$ cat src/design/spk_rld_pkg.sv
package spk_rld_pkg;

  // Field widths
  localparam int POS_W  = 21;
  localparam int LEN_W  = 17;
  localparam int BYTE_W = 8;
  localparam int CAP_W  = 25;

  // Largest surface the block addresses
  localparam int unsigned MAX_PIXELS = 1048576;

  // Pixel count after reset
  localparam logic [POS_W-1:0] IMAGE_PIXELS_RESET = 21'd64000;

  // Stream markers
  localparam logic [15:0] MARK_ZERO_RUN = 16'hFFFF;
  localparam logic [15:0] MARK_LITERAL  = 16'hFFFE;
  localparam logic [15:0] MARK_END      = 16'hFFFD;

  typedef enum logic [2:0] {
    PH_MARK_LO,
    PH_MARK_HI,
    PH_CNT_LO,
    PH_CNT_HI,
    PH_LITERAL,
    PH_DONE
  } phase_t;

  typedef struct packed {
    logic [BYTE_W-1:0] data_byte;
    logic              new_image;
  } in_t;

  typedef struct packed {
    logic [POS_W-1:0]  start_index;
    logic [LEN_W-1:0]  run_length;
    logic [BYTE_W-1:0] pixel_value;
    logic              clipped;
    logic              image_end;
  } out_t;

  // Result of one parser step
  typedef struct packed {
    logic valid;
    out_t item;
  } step_res_t;

endpackage

$ cat src/design/spk_rld_parser.sv
module spk_rld_parser (
  input  logic                            clk,
  input  logic                            rst,
  input  logic                            step,
  input  spk_rld_pkg::in_t                item,
  input  logic [spk_rld_pkg::POS_W-1:0]   image_pixels,
  output spk_rld_pkg::step_res_t          result
);

  localparam int POS_W = spk_rld_pkg::POS_W;
  localparam int LEN_W = spk_rld_pkg::LEN_W;
  localparam int CAP_W = spk_rld_pkg::CAP_W;
  localparam logic [CAP_W-1:0] CAP = CAP_W'(spk_rld_pkg::MAX_PIXELS);

  spk_rld_pkg::phase_t phase, phase_next, phase_cur;
  logic [7:0]       low_byte_hold, low_byte_hold_next, low_cur;
  logic             literal_mode, literal_mode_next, lit_cur;
  logic [LEN_W-1:0] literal_remaining, literal_remaining_next, rem_cur;
  logic [POS_W-1:0] write_position, write_position_next, pos_cur;

  logic [15:0]      word;
  logic [CAP_W-1:0] lim_wide;
  logic [POS_W-1:0] limit, avail;
  logic [LEN_W-1:0] adv_len, adv_n;
  logic             adv_clip;

  // Apply the new-image clear before the byte is parsed
  always_comb begin
    phase_cur = item.new_image ? spk_rld_pkg::PH_MARK_LO : phase;
    low_cur   = item.new_image ? 8'd0 : low_byte_hold;
    lit_cur   = item.new_image ? 1'b0 : literal_mode;
    rem_cur   = item.new_image ? '0 : literal_remaining;
    pos_cur   = item.new_image ? '0 : write_position;
  end

  assign word = {item.data_byte, low_cur};

  // Clip the run against the effective image size
  always_comb begin
    lim_wide = ({{(CAP_W-POS_W){1'b0}}, image_pixels} > CAP) ? CAP
               : {{(CAP_W-POS_W){1'b0}}, image_pixels};
    limit    = lim_wide[POS_W-1:0];
    avail    = (pos_cur < limit) ? (limit - pos_cur) : '0;
    adv_len  = (phase_cur == spk_rld_pkg::PH_LITERAL) ? LEN_W'(1) : {word, 1'b0};
    if ({{(POS_W-LEN_W){1'b0}}, adv_len} > avail) begin
      adv_n    = avail[LEN_W-1:0];
      adv_clip = 1'b1;
    end else begin
      adv_n    = adv_len;
      adv_clip = 1'b0;
    end
  end

  // Next parser state and result
  always_comb begin
    phase_next             = phase_cur;
    low_byte_hold_next     = low_cur;
    literal_mode_next      = lit_cur;
    literal_remaining_next = rem_cur;
    write_position_next    = pos_cur;
    result                 = '0;
    case (phase_cur)
      spk_rld_pkg::PH_MARK_LO: begin
        low_byte_hold_next = item.data_byte;
        phase_next         = spk_rld_pkg::PH_MARK_HI;
      end
      spk_rld_pkg::PH_MARK_HI: begin
        if (word == spk_rld_pkg::MARK_ZERO_RUN) begin
          literal_mode_next = 1'b0;
          phase_next        = spk_rld_pkg::PH_CNT_LO;
        end else if (word == spk_rld_pkg::MARK_LITERAL) begin
          literal_mode_next = 1'b1;
          phase_next        = spk_rld_pkg::PH_CNT_LO;
        end else if (word == spk_rld_pkg::MARK_END) begin
          phase_next                = spk_rld_pkg::PH_DONE;
          result.valid              = 1'b1;
          result.item.start_index   = pos_cur;
          result.item.image_end     = 1'b1;
        end else begin
          phase_next = spk_rld_pkg::PH_MARK_LO;
        end
      end
      spk_rld_pkg::PH_CNT_LO: begin
        low_byte_hold_next = item.data_byte;
        phase_next         = spk_rld_pkg::PH_CNT_HI;
      end
      spk_rld_pkg::PH_CNT_HI: begin
        if (word == 16'd0) begin
          phase_next = spk_rld_pkg::PH_MARK_LO;
        end else if (lit_cur) begin
          literal_remaining_next = {word, 1'b0};
          phase_next             = spk_rld_pkg::PH_LITERAL;
        end else begin
          phase_next              = spk_rld_pkg::PH_MARK_LO;
          write_position_next     = pos_cur + {{(POS_W-LEN_W){1'b0}}, adv_n};
          result.valid            = 1'b1;
          result.item.start_index = pos_cur;
          result.item.run_length  = adv_n;
          result.item.clipped     = adv_clip;
        end
      end
      spk_rld_pkg::PH_LITERAL: begin
        literal_remaining_next  = rem_cur - LEN_W'(1);
        if (literal_remaining_next == '0) begin
          phase_next = spk_rld_pkg::PH_MARK_LO;
        end
        write_position_next     = pos_cur + {{(POS_W-LEN_W){1'b0}}, adv_n};
        result.valid            = 1'b1;
        result.item.start_index = pos_cur;
        result.item.run_length  = adv_n;
        result.item.pixel_value = item.data_byte;
        result.item.clipped     = adv_clip;
      end
      default: begin
        phase_next = spk_rld_pkg::PH_DONE;
      end
    endcase
  end

  // Advance parser state once per processed item
  always_ff @(posedge clk) begin
    if (rst) begin
      phase             <= spk_rld_pkg::PH_MARK_LO;
      low_byte_hold     <= 8'd0;
      literal_mode      <= 1'b0;
      literal_remaining <= '0;
      write_position    <= '0;
    end else if (step) begin
      phase             <= phase_next;
      low_byte_hold     <= low_byte_hold_next;
      literal_mode      <= literal_mode_next;
      literal_remaining <= literal_remaining_next;
      write_position    <= write_position_next;
    end
  end

endmodule

$ cat src/design/spk_run_length_image_decoder.sv
// Run-length palette image decoder. Bytes of the encoded file enter on the
// input channel, one item per byte, and the block accepts one item in every
// clock cycle while in_stall is low. An accepted byte waits in the input
// register, one combinational parser step runs on it, and its result is
// loaded into the result register for the output channel. Zero runs come
// out as one item with their pixel count, literal pixels as one item each,
// and the end marker as an item with image_end set. Runs that pass
// image_pixels (capped at the largest supported surface) are cut short and
// flagged clipped. Write image_pixels only while the block is idle.
module spk_run_length_image_decoder (
  input  logic                            clk,
  input  logic                            rst,
  input  logic                            in_valid,
  output logic                            in_stall,
  input  spk_rld_pkg::in_t                in_item,
  output logic                            out_valid,
  input  logic                            out_stall,
  output spk_rld_pkg::out_t               out_item,
  input  logic                            cfg_we,
  input  logic [spk_rld_pkg::POS_W-1:0]   cfg_data
);

  logic                          hold_valid;
  spk_rld_pkg::in_t              hold_item;
  logic [spk_rld_pkg::POS_W-1:0] image_pixels;
  logic                          advance;
  logic                          step;
  spk_rld_pkg::step_res_t        result;

  assign advance  = !out_valid || !out_stall;
  assign step     = hold_valid && advance;
  assign in_stall = hold_valid && !advance;

  // Hold the pixel count register
  always_ff @(posedge clk) begin
    if (rst) begin
      image_pixels <= spk_rld_pkg::IMAGE_PIXELS_RESET;
    end else if (cfg_we) begin
      image_pixels <= cfg_data;
    end
  end

  // Capture the input item
  always_ff @(posedge clk) begin
    if (rst) begin
      hold_valid <= 1'b0;
    end else if (!in_stall) begin
      hold_valid <= in_valid;
    end
  end

  always_ff @(posedge clk) begin
    if (!in_stall && in_valid) begin
      hold_item <= in_item;
    end
  end

  spk_rld_parser u_parser (
    .clk          (clk),
    .rst          (rst),
    .step         (step),
    .item         (hold_item),
    .image_pixels (image_pixels),
    .result       (result)
  );

  // Load the result register when the consumer side is free
  always_ff @(posedge clk) begin
    if (rst) begin
      out_valid <= 1'b0;
    end else if (advance) begin
      out_valid <= step && result.valid;
    end
  end

  always_ff @(posedge clk) begin
    if (advance) begin
      out_item <= result.item;
    end
  end

endmodule

$ cat config.mk
export PLATFORM = sky130hd
export DESIGN_NAME = spk_run_length_image_decoder
export DESIGN_NICKNAME = d
export VERILOG_FILES = /design/src/design/spk_rld_pkg.sv /design/src/design/spk_rld_parser.sv /design/src/design/spk_run_length_image_decoder.sv
export SDC_FILE = /design/constraint.sdc
export NUM_CORES = 1
export LEC_CHECK = 0
export BUFFER_PORTS_ARGS = -buffer_cell sky130_fd_sc_hd__buf_2
export CORE_MARGIN = 3
export CORE_UTILIZATION = 60
export DETAILED_ROUTE_END_ITERATION = 7
export PLACE_DENSITY = 0.8
export SLEW_MARGIN = 15
export SYNTH_ARGS = -nofsm -noshare
export SYNTH_HDL_FRONTEND = slang
export SYNTH_HIERARCHICAL = 1
export SYNTH_SLANG_ARGS = --single-unit
$ cat constraint.sdc
create_clock -name clk -period 8.9 [get_ports clk]
set_input_delay 0.89 -clock clk [delete_from_list [all_inputs] [get_ports clk]]
set_output_delay 0.89 -clock clk [all_outputs]
set_load 0.01 [all_outputs]
==> impl_metrics.env, run 1 <==
export IMPL_status="complete, no violations"
export IMPL_hold_buffers=0
export IMPL_worstHoldStart="hold_valid$_SDFFE_PP0N_"
export IMPL_cp_max_fo=14
export IMPL_syn_inst=1010
export IMPL_ant_nets=0
export IMPL_avgSynthCellArea_um2=8.43
export IMPL_clk_pin_slew_ps=60
export IMPL_yosys_top_cells_area="edfxtp_1 (20%), dfxtp_1 (17%), ha_1 (8.4%)"
export IMPL_reg2reg_slack_ps=540
export IMPL_synth_top_cell_area_share_pct=20.1
export IMPL_finalWeightedCongestion=1.01
export IMPL_clock_sinks=130
export IMPL_drc=0
export IMPL_io_pins=85
export IMPL_fin_skew_ps=7.19
export IMPL_maxSlewViolCount=0
export IMPL_regToRegEndpoint="u_parser/write_position[20]$_SDFFE_PP0P_"
export IMPL_min_period_ps=8360
export IMPL_yosysSeqAreaShare_pct=37.3
export IMPL_antenna_found_initial=0
export IMPL_dieHeight_um=125
export IMPL_yosysWarnings=6
export IMPL_critPathKind="register to register"
export IMPL_reg2reg_depth=35
export IMPL_irDropWorstVdd_mv=0.138
export IMPL_fin_area_um2=9640
export IMPL_startpoint_type="register"
export IMPL_total_power_uw=1700
export IMPL_grt_max_degree=75
export IMPL_cts_resized=0
export IMPL_crit_required_ps=9240
export IMPL_core_um2=13600
export IMPL_dr_pass1_iters=6
export IMPL_synth_seq_cells=130
export IMPL_cp_slowest_stage_delay_ps=490
export IMPL_synth_async_sr_flop_share_pct=0
export IMPL_yosysTopAreaCell="edfxtp_1"
export IMPL_min_path_cells=2
export IMPL_setup_tns_final_ps=0
export IMPL_top_usage_layer="met2"
export IMPL_worst_path_most_repeated_cell="o21ai_0"
export IMPL_setup_viol=0
export IMPL_grt_pass1_wl_mm=37.3
export IMPL_end_kind="register"
export IMPL_use_met2_pct=44.9
export IMPL_cts_tree="done"
export IMPL_critical_path_arrival_ps=8700
export IMPL_cap_violations=0
export IMPL_cts_setup_buffers=0
export IMPL_via_count=7897
export IMPL_drive_above_1_share_pct=13.3
export IMPL_numCtsBuffers=17
export IMPL_die_area_um2=15700
export IMPL_clockBufferDepth=2
export IMPL_diodes=0
export IMPL_clk_latency_ps=430
export IMPL_grt_total_usage_pct=29.6
export IMPL_multi_input_area_um2=4930
export IMPL_nFillCells=1089
export IMPL_grt_pass1_vias=7268
export IMPL_die_w_um=125
export IMPL_syn_nets=1104
export IMPL_hold_violations=0
export IMPL_syn_cell_area_um2=8510
export IMPL_min_to="out_valid$_SDFFE_PP0P_"
export IMPL_holdWs_ps=486
export IMPL_drtIter0Drc=1091
export IMPL_portBuffers=84
export IMPL_wl_per_cell_um=18.4
export IMPL_utilization_pct=71.1
export IMPL_hold_path_class="register to register"
export IMPL_dp_hpwl_mm=16.6
export IMPL_synthDistinctLibCells=69
export IMPL_nets=1171
export IMPL_overflow=0
export IMPL_root_buffer="clkbuf_16"
export IMPL_grtUsageMet1_pct=41.2
export IMPL_worst_pin_slew_ps=1230
export IMPL_slowest_stage="a2111oi_2"
export IMPL_ctsHtreeMaxLevel=4
export IMPL_power_density_nw_per_um2=176
export IMPL_timing_rr_start="image_pixels[5]$_SDFFE_PP0P_"
export IMPL_period_share_pct=93.9
export IMPL_rows=42
export IMPL_synth_flop_cell="dfxtp_1"
export IMPL_max_freq_mhz=120
export IMPL_leakage_uw=0.00435
export IMPL_regArea_um2=3170
export IMPL_synth_edf_count=57
export IMPL_syn2layout_area_growth_pct=13.3
export IMPL_place_area_um2=9030
export IMPL_start_util_pct=62.8
export IMPL_wl_mm=23.3
export IMPL_slew_headroom_pct=17.5
export IMPL_viasPerCell=6.24
export IMPL_rsz0062_at_grt="false"
export IMPL_grt_use_met3_pct=6.44
## cells in the final DEF (no fill, tap or decap), drive strengths merged, types with 19 or more instances in the layout
cell,instances
o21ai,65
a31oi,19
xnor2,22
a21oi,55
ha,57
nor2,139
dfxtp,73
clkbuf,19
edfxtp,57
o22ai,20
and2,26
mux2i,24
inv,54
nand2,102
nor2b,21
nor3,21
a22oi,24
buf,98
## sequential cells by signal (all words and copies together), names as in the netlist
signal	flops
out_valid	1
u_parser/literal_mode	1
out_item	48
hold_valid	1
u_parser/write_position	21
hold_item	9
u_parser/low_byte_hold	8
image_pixels	21
u_parser/literal_remaining	17
u_parser/phase	3
## worst max-delay path, delay by kind of cell, from the launching register on
| kind | cells | cell delay (ps) |
|---|---|---|
| DFF | 1 | 320 |
| buffers and inverters | 2 | 430 |
| AOI/OAI and AO/OA | 20 | 4210 |
| and+or+nand+nor | 10 | 2270 |
| adders and majority gates | 3 | 1020 |
## synth_stat cells (3+ instances only)
cell and n:
a211o_1 6, a211oi_1 11, a21o_1 15, a21oi_1 55, a22o_1 6, a22oi_1 24
a31oi_1 19, and2_1 26, and3_1 3, buf_1 4, clkbuf_1 40, dfxtp_1 73
edfxtp_1 57, ha_1 57, inv_1 49, mux2_2 3, mux2i_1 24, nand2_1 102
nand2b_1 9, nand3_1 13, nand4_1 10, nor2_1 139, nor2b_1 21, nor3_1 21
nor4_1 14, o211ai_1 8, o21a_1 11, o21ai_0 63, o21bai_1 5, o22ai_1 20
o41ai_1 3, or2_2 4, or3_1 5, or4_1 6, xnor2_1 22, xor2_1 14
## metal layers
metal	vias up	part of all wire, %
met5	-	0
met4	0	2.9
met3	46	8.9
met2	412	44
met1	3660	44
li1	3779	-
## logic make-up (layout without fill, tap and decap cells)
| family | after synthesis | after routing | share of synthesized area, % |
|---|---|---|---|
| AND/OR/NAND/NOR | 385 | 385 | 21.3 |
| multiplexers | 27 | 27 | 3.22 |
| buffers and inverters | 101 | 181 | 4.98 |
| flip-flops | 130 | 130 | 37.3 |
| AO/OA/AOI/OAI | 272 | 272 | 20.7 |
| XOR/XNOR | 36 | 36 | 3.70 |
| adder cells (fa/ha/maj) | 59 | 59 | 8.85 |
## area by class of cell
| type | instances | area share, % |
|---|---|---|
| Timing Repair Buffer | 98 | 5.45 |
| Sequential cell | 130 | 32.9 |
| Clock buffer | 19 | 4.71 |
| Multi-Input combinational cell | 779 | 51.1 |
| Inverter | 51 | 1.99 |
| Clock inverter | 13 | 1.54 |
| Tap cell | 176 | 2.28 |
## how the worst max path moves through the flow
stage | startpoint | to | slack, ps | cells after the start
floorplan | hold_item[0]$_DFFE_PP_ | u_parser/write_position[20]$_SDFFE_PP0P_ | 960 | 36
global placement | image_pixels[0]$_SDFFE_PP0P_ | u_parser/write_position[20]$_SDFFE_PP0P_ | 830 | 34
detailed placement | image_pixels[0]$_SDFFE_PP0P_ | u_parser/write_position[20]$_SDFFE_PP0P_ | 520 | 33
CTS | image_pixels[0]$_SDFFE_PP0P_ | u_parser/write_position[20]$_SDFFE_PP0P_ | 430 | 33
global route | image_pixels[20]$_SDFFE_PP0P_ | u_parser/write_position[20]$_SDFFE_PP0P_ | 5 | 35
finish | image_pixels[5]$_SDFFE_PP0P_ | u_parser/write_position[20]$_SDFFE_PP0P_ | 540 | 35
## metrics by stage
stage | setup WS (ps) | std cells
2_1_floorplan | 965 | 1010
3_3_place_gp | 831 | 1234
3_5_place_dp | 521 | 1234
4_1_cts | 427 | 1266
5_1_grt | 4.99 | 1266
6_report | 543 | 1266
## power breakdown
part	switching, uW	internal, uW
Sequential	15.3	631
Combinational	208	128
Clock	282	434
Note: power is estimated with default switching activity, not from simulation.
==> inputs of run 2 (changes only) <==
Settings changed: ABC_AREA from default to 1, CORE_UTILIZATION 60 to 61.
==> run 2 against run 1 <==
Against the previous run:
- area after synthesis rose by 18%
- flip-flop and latch count stayed put
- worst hold slack worse by 31 ps
- non-clock buffer count shrank 9
- critical endpoint is now u_parser/write_position[9]$_SDFFE_PP0P_
- largest cell class unchanged
==> impl_metrics.env, run 2 <==
export IMPL_status="complete, no violations"
export IMPL_regToRegEndpoint="u_parser/write_position[9]$_SDFFE_PP0P_"
export IMPL_reg_top3="out_item: 48 flops, image_pixels: 21 flops, u_parser/write_position: 21 flops"
export IMPL_numCtsBuffers=17
export IMPL_reg2reg_slack_ps=1450
export IMPL_cts_setup_buffers=0
export IMPL_crit_family="simple AND/OR/NAND/NOR gates"
export IMPL_via_count=10185
export IMPL_synth_async_sr_flop_share_pct=0
export IMPL_cap_violations=0
export IMPL_yosys_top_cells_area="edfxtp_1 (17%), dfxtp_1 (15%), nand2_1 (12%)"
export IMPL_largest_reg_flops=48
export IMPL_end_kind="register"
export IMPL_power_density_nw_per_um2=186
export IMPL_nFillCells=1440
export IMPL_yosysWarnings=6
export IMPL_drive_above_1_share_pct=14.0
export IMPL_place_area_um2=10600
export IMPL_min_path_cells=2
export IMPL_antenna_found_initial=0
export IMPL_clockBufferDepth=2
export IMPL_reg2reg_depth=31
export IMPL_wl_met2_mm=12.5
export IMPL_viasPerCell=5.68
export IMPL_dr_pass1_iters=5
export IMPL_die_w_um=134
export IMPL_syn2layout_area_growth_pct=10.5
export IMPL_synth_common_cells="nand2_1 (313), inv_1 (228), nor2_1 (222), nand3_1 (98), o21ai_0 (88)"
export IMPL_syn_inst=1499
export IMPL_min_period_ps=7450
export IMPL_wl_per_cell_um=16.4
export IMPL_fin_area_um2=11100
export IMPL_cts_resized=0
export IMPL_clock_sinks=130
export IMPL_syn_cell_area_um2=10100
export IMPL_die_area_um2=18100
export IMPL_min_to="image_pixels[14]$_SDFFE_PP1P_"
export IMPL_cp_max_fo=25
export IMPL_largest_register="out_item"
export IMPL_dieHeight_um=134
export IMPL_final_cell_mix="nand2_1 (312), inv_1 (228), nor2_1 (222)"
export IMPL_ctsHtreeMaxLevel=4
export IMPL_leakage_uw=0.00571
export IMPL_drtIter0Drc=1352
export IMPL_wl_mm=29.5
export IMPL_post_synth_top_count_cell="nand2_1"
export IMPL_cts_tree="done"
export IMPL_portBuffers=84
export IMPL_synth_top_cell_area_share_pct=17.0
export IMPL_worst_pin_slew_ps=1100
export IMPL_cp_slowest_stage_delay_ps=830
export IMPL_critical_path_arrival_ps=7770
export IMPL_dp_hpwl_mm=22.1
export IMPL_start_util_pct=62.9
export IMPL_diodes=0
export IMPL_overflow=0
export IMPL_hold_buffers=0
export IMPL_yosysTopAreaCell="edfxtp_1"
export IMPL_finalWeightedCongestion=1.04
export IMPL_drc=0
export IMPL_top_layer="met4"
export IMPL_avgSynthCellArea_um2=6.72
export IMPL_grt_max_degree=62
export IMPL_synth_edf_count=57
export IMPL_startpoint_type="register"
export IMPL_max_freq_mhz=134
export IMPL_slew_headroom_pct=26.9
export IMPL_worstHoldStart="image_pixels[14]$_SDFFE_PP1P_"
export IMPL_grt_pass1_vias=8949
export IMPL_rsz0062_at_grt="false"
export IMPL_irDropWorstVdd_mv=0.161
export IMPL_synth_flop_cell="dfxtp_1"
export IMPL_synth_seq_cells=130
export IMPL_rows=46
export IMPL_worstPathBufferInverterCount=3
export IMPL_setup_tns_final_ps=0
export IMPL_clk_pin_slew_ps=60
export IMPL_crit_required_ps=9220
export IMPL_maxSlewViolCount=0
export IMPL_grt_pass1_wl_mm=46.6
export IMPL_io_pins=85
export IMPL_slowest_stage="edfxtp_1"
export IMPL_syn_nets=1593
export IMPL_yosysSeqAreaShare_pct=31.5
export IMPL_setup_viol=0
export IMPL_root_buffer="clkbuf_16"
export IMPL_period_share_pct=83.7
export IMPL_critPathKind="register to register"
export IMPL_hold_path_class="register to register"
export IMPL_nets=1657
export IMPL_wl_met3_mm=3.27
export IMPL_fin_skew_ps=14.6
export IMPL_met1Wirelength_mm=12.7
export IMPL_hold_violations=0
export IMPL_timing_rr_start="hold_item[0]$_DFFE_PP_"
export IMPL_core_um2=16000
export IMPL_clk_latency_ps=430
export IMPL_final_common_cell="nand2_1"
export IMPL_synthDistinctLibCells=59
export IMPL_grt_total_usage_pct=32.7
export IMPL_ant_nets=0
export IMPL_utilization_pct=69.5
## run 2: cell count changes in the layout (fill, tap and decap cells not counted), moves of 18 or more
| cell | delta |
|---|---|
| o22ai_1 | -18 |
| o21ai_0 | +25 |
| a21oi_1 | +25 |
| nand2_2 | +24 |
| inv_1 | +179 |
| nor2b_1 | -21 |
| a22oi_1 | -23 |
| nand2_1 | +211 |
| nor2_2 | +19 |
| and2_1 | -23 |
| xnor2_1 | -19 |
| nor2_1 | +83 |
| mux2i_1 | -24 |
| nand3_1 | +85 |
## run 2: kinds of logic after synthesis
group           after synthesis  share of synthesized area [%]
buf+inv                     287                           11.6
simple gates                774                           35.1
xor+xnor                     26                           2.26
compound gates              223                           12.1
flops                       130                           31.5
fa+ha+maj                    59                           7.48
## run 2: worst register-to-register path: cells and delay by family, from the launching register on
family,cells,cell delay [ps]
compound gates,7,2070
buf+inv,3,520
flops,1,830
simple gates,16,2510
xor+xnor,1,90
fa+ha+maj,4,1320
## run 2: routing by layer
layer | global-route usage (%) | vias to the layer above
li1 | - | 4963
met1 | 46.6 | 4598
met2 | 48.0 | 554
met3 | 8.27 | 70
met4 | 12.8 | 0
met5 | 0 | -
## run 2: final cells by class
class                           count  area [um^2]  area share (%)
Clock inverter                     15          136            1.23
Clock buffer                       17          425            3.82
Tap cell                          216          270            2.43
Sequential cell                   130         3170            28.5
Multi-Input combinational cell   1082         5750            51.7
Timing Repair Buffer               89          458            4.12
Inverter                          243          915            8.22
## run 2: where the power goes
part | switching, uW | internal (uW)
combinational | 497 | 228
sequential | 19.5 | 649
clock | 307 | 370
total | 824 | 1250
## run 2: how the worst max path moves through the flow
stage / end / startpoint / slack, ps / cells past startpoint
after detailed placement: u_parser/write_position[9]$_SDFFE_PP0P_ / hold_item[0]$_DFFE_PP_ / 1690 / 31
after floorplan: u_parser/write_position[9]$_SDFFE_PP0P_ / hold_item[0]$_DFFE_PP_ / 2840 / 34
after global placement: u_parser/write_position[9]$_SDFFE_PP0P_ / hold_item[0]$_DFFE_PP_ / 1830 / 30
final: u_parser/write_position[9]$_SDFFE_PP0P_ / hold_item[0]$_DFFE_PP_ / 1450 / 31
after CTS: u_parser/write_position[9]$_SDFFE_PP0P_ / hold_item[0]$_DFFE_PP_ / 1660 / 31
after global routing: u_parser/write_position[9]$_SDFFE_PP0P_ / hold_item[0]$_DFFE_PP_ / 960 / 35
## run 2: per-stage QoR
step | hold slack (ps) | std cells | total power [uW] | setup WS (ps)
after CTS | 458 | 1792 | 2060 | 1660
after global routing | 477 | 1792 | 2180 | 962
after global placement | 440 | 1760 | 1370 | 1830
after detailed placement | 443 | 1760 | 1380 | 1690
final | 455 | 1792 | 2070 | 1450
after floorplan | 429 | 1499 | 1220 | 2840
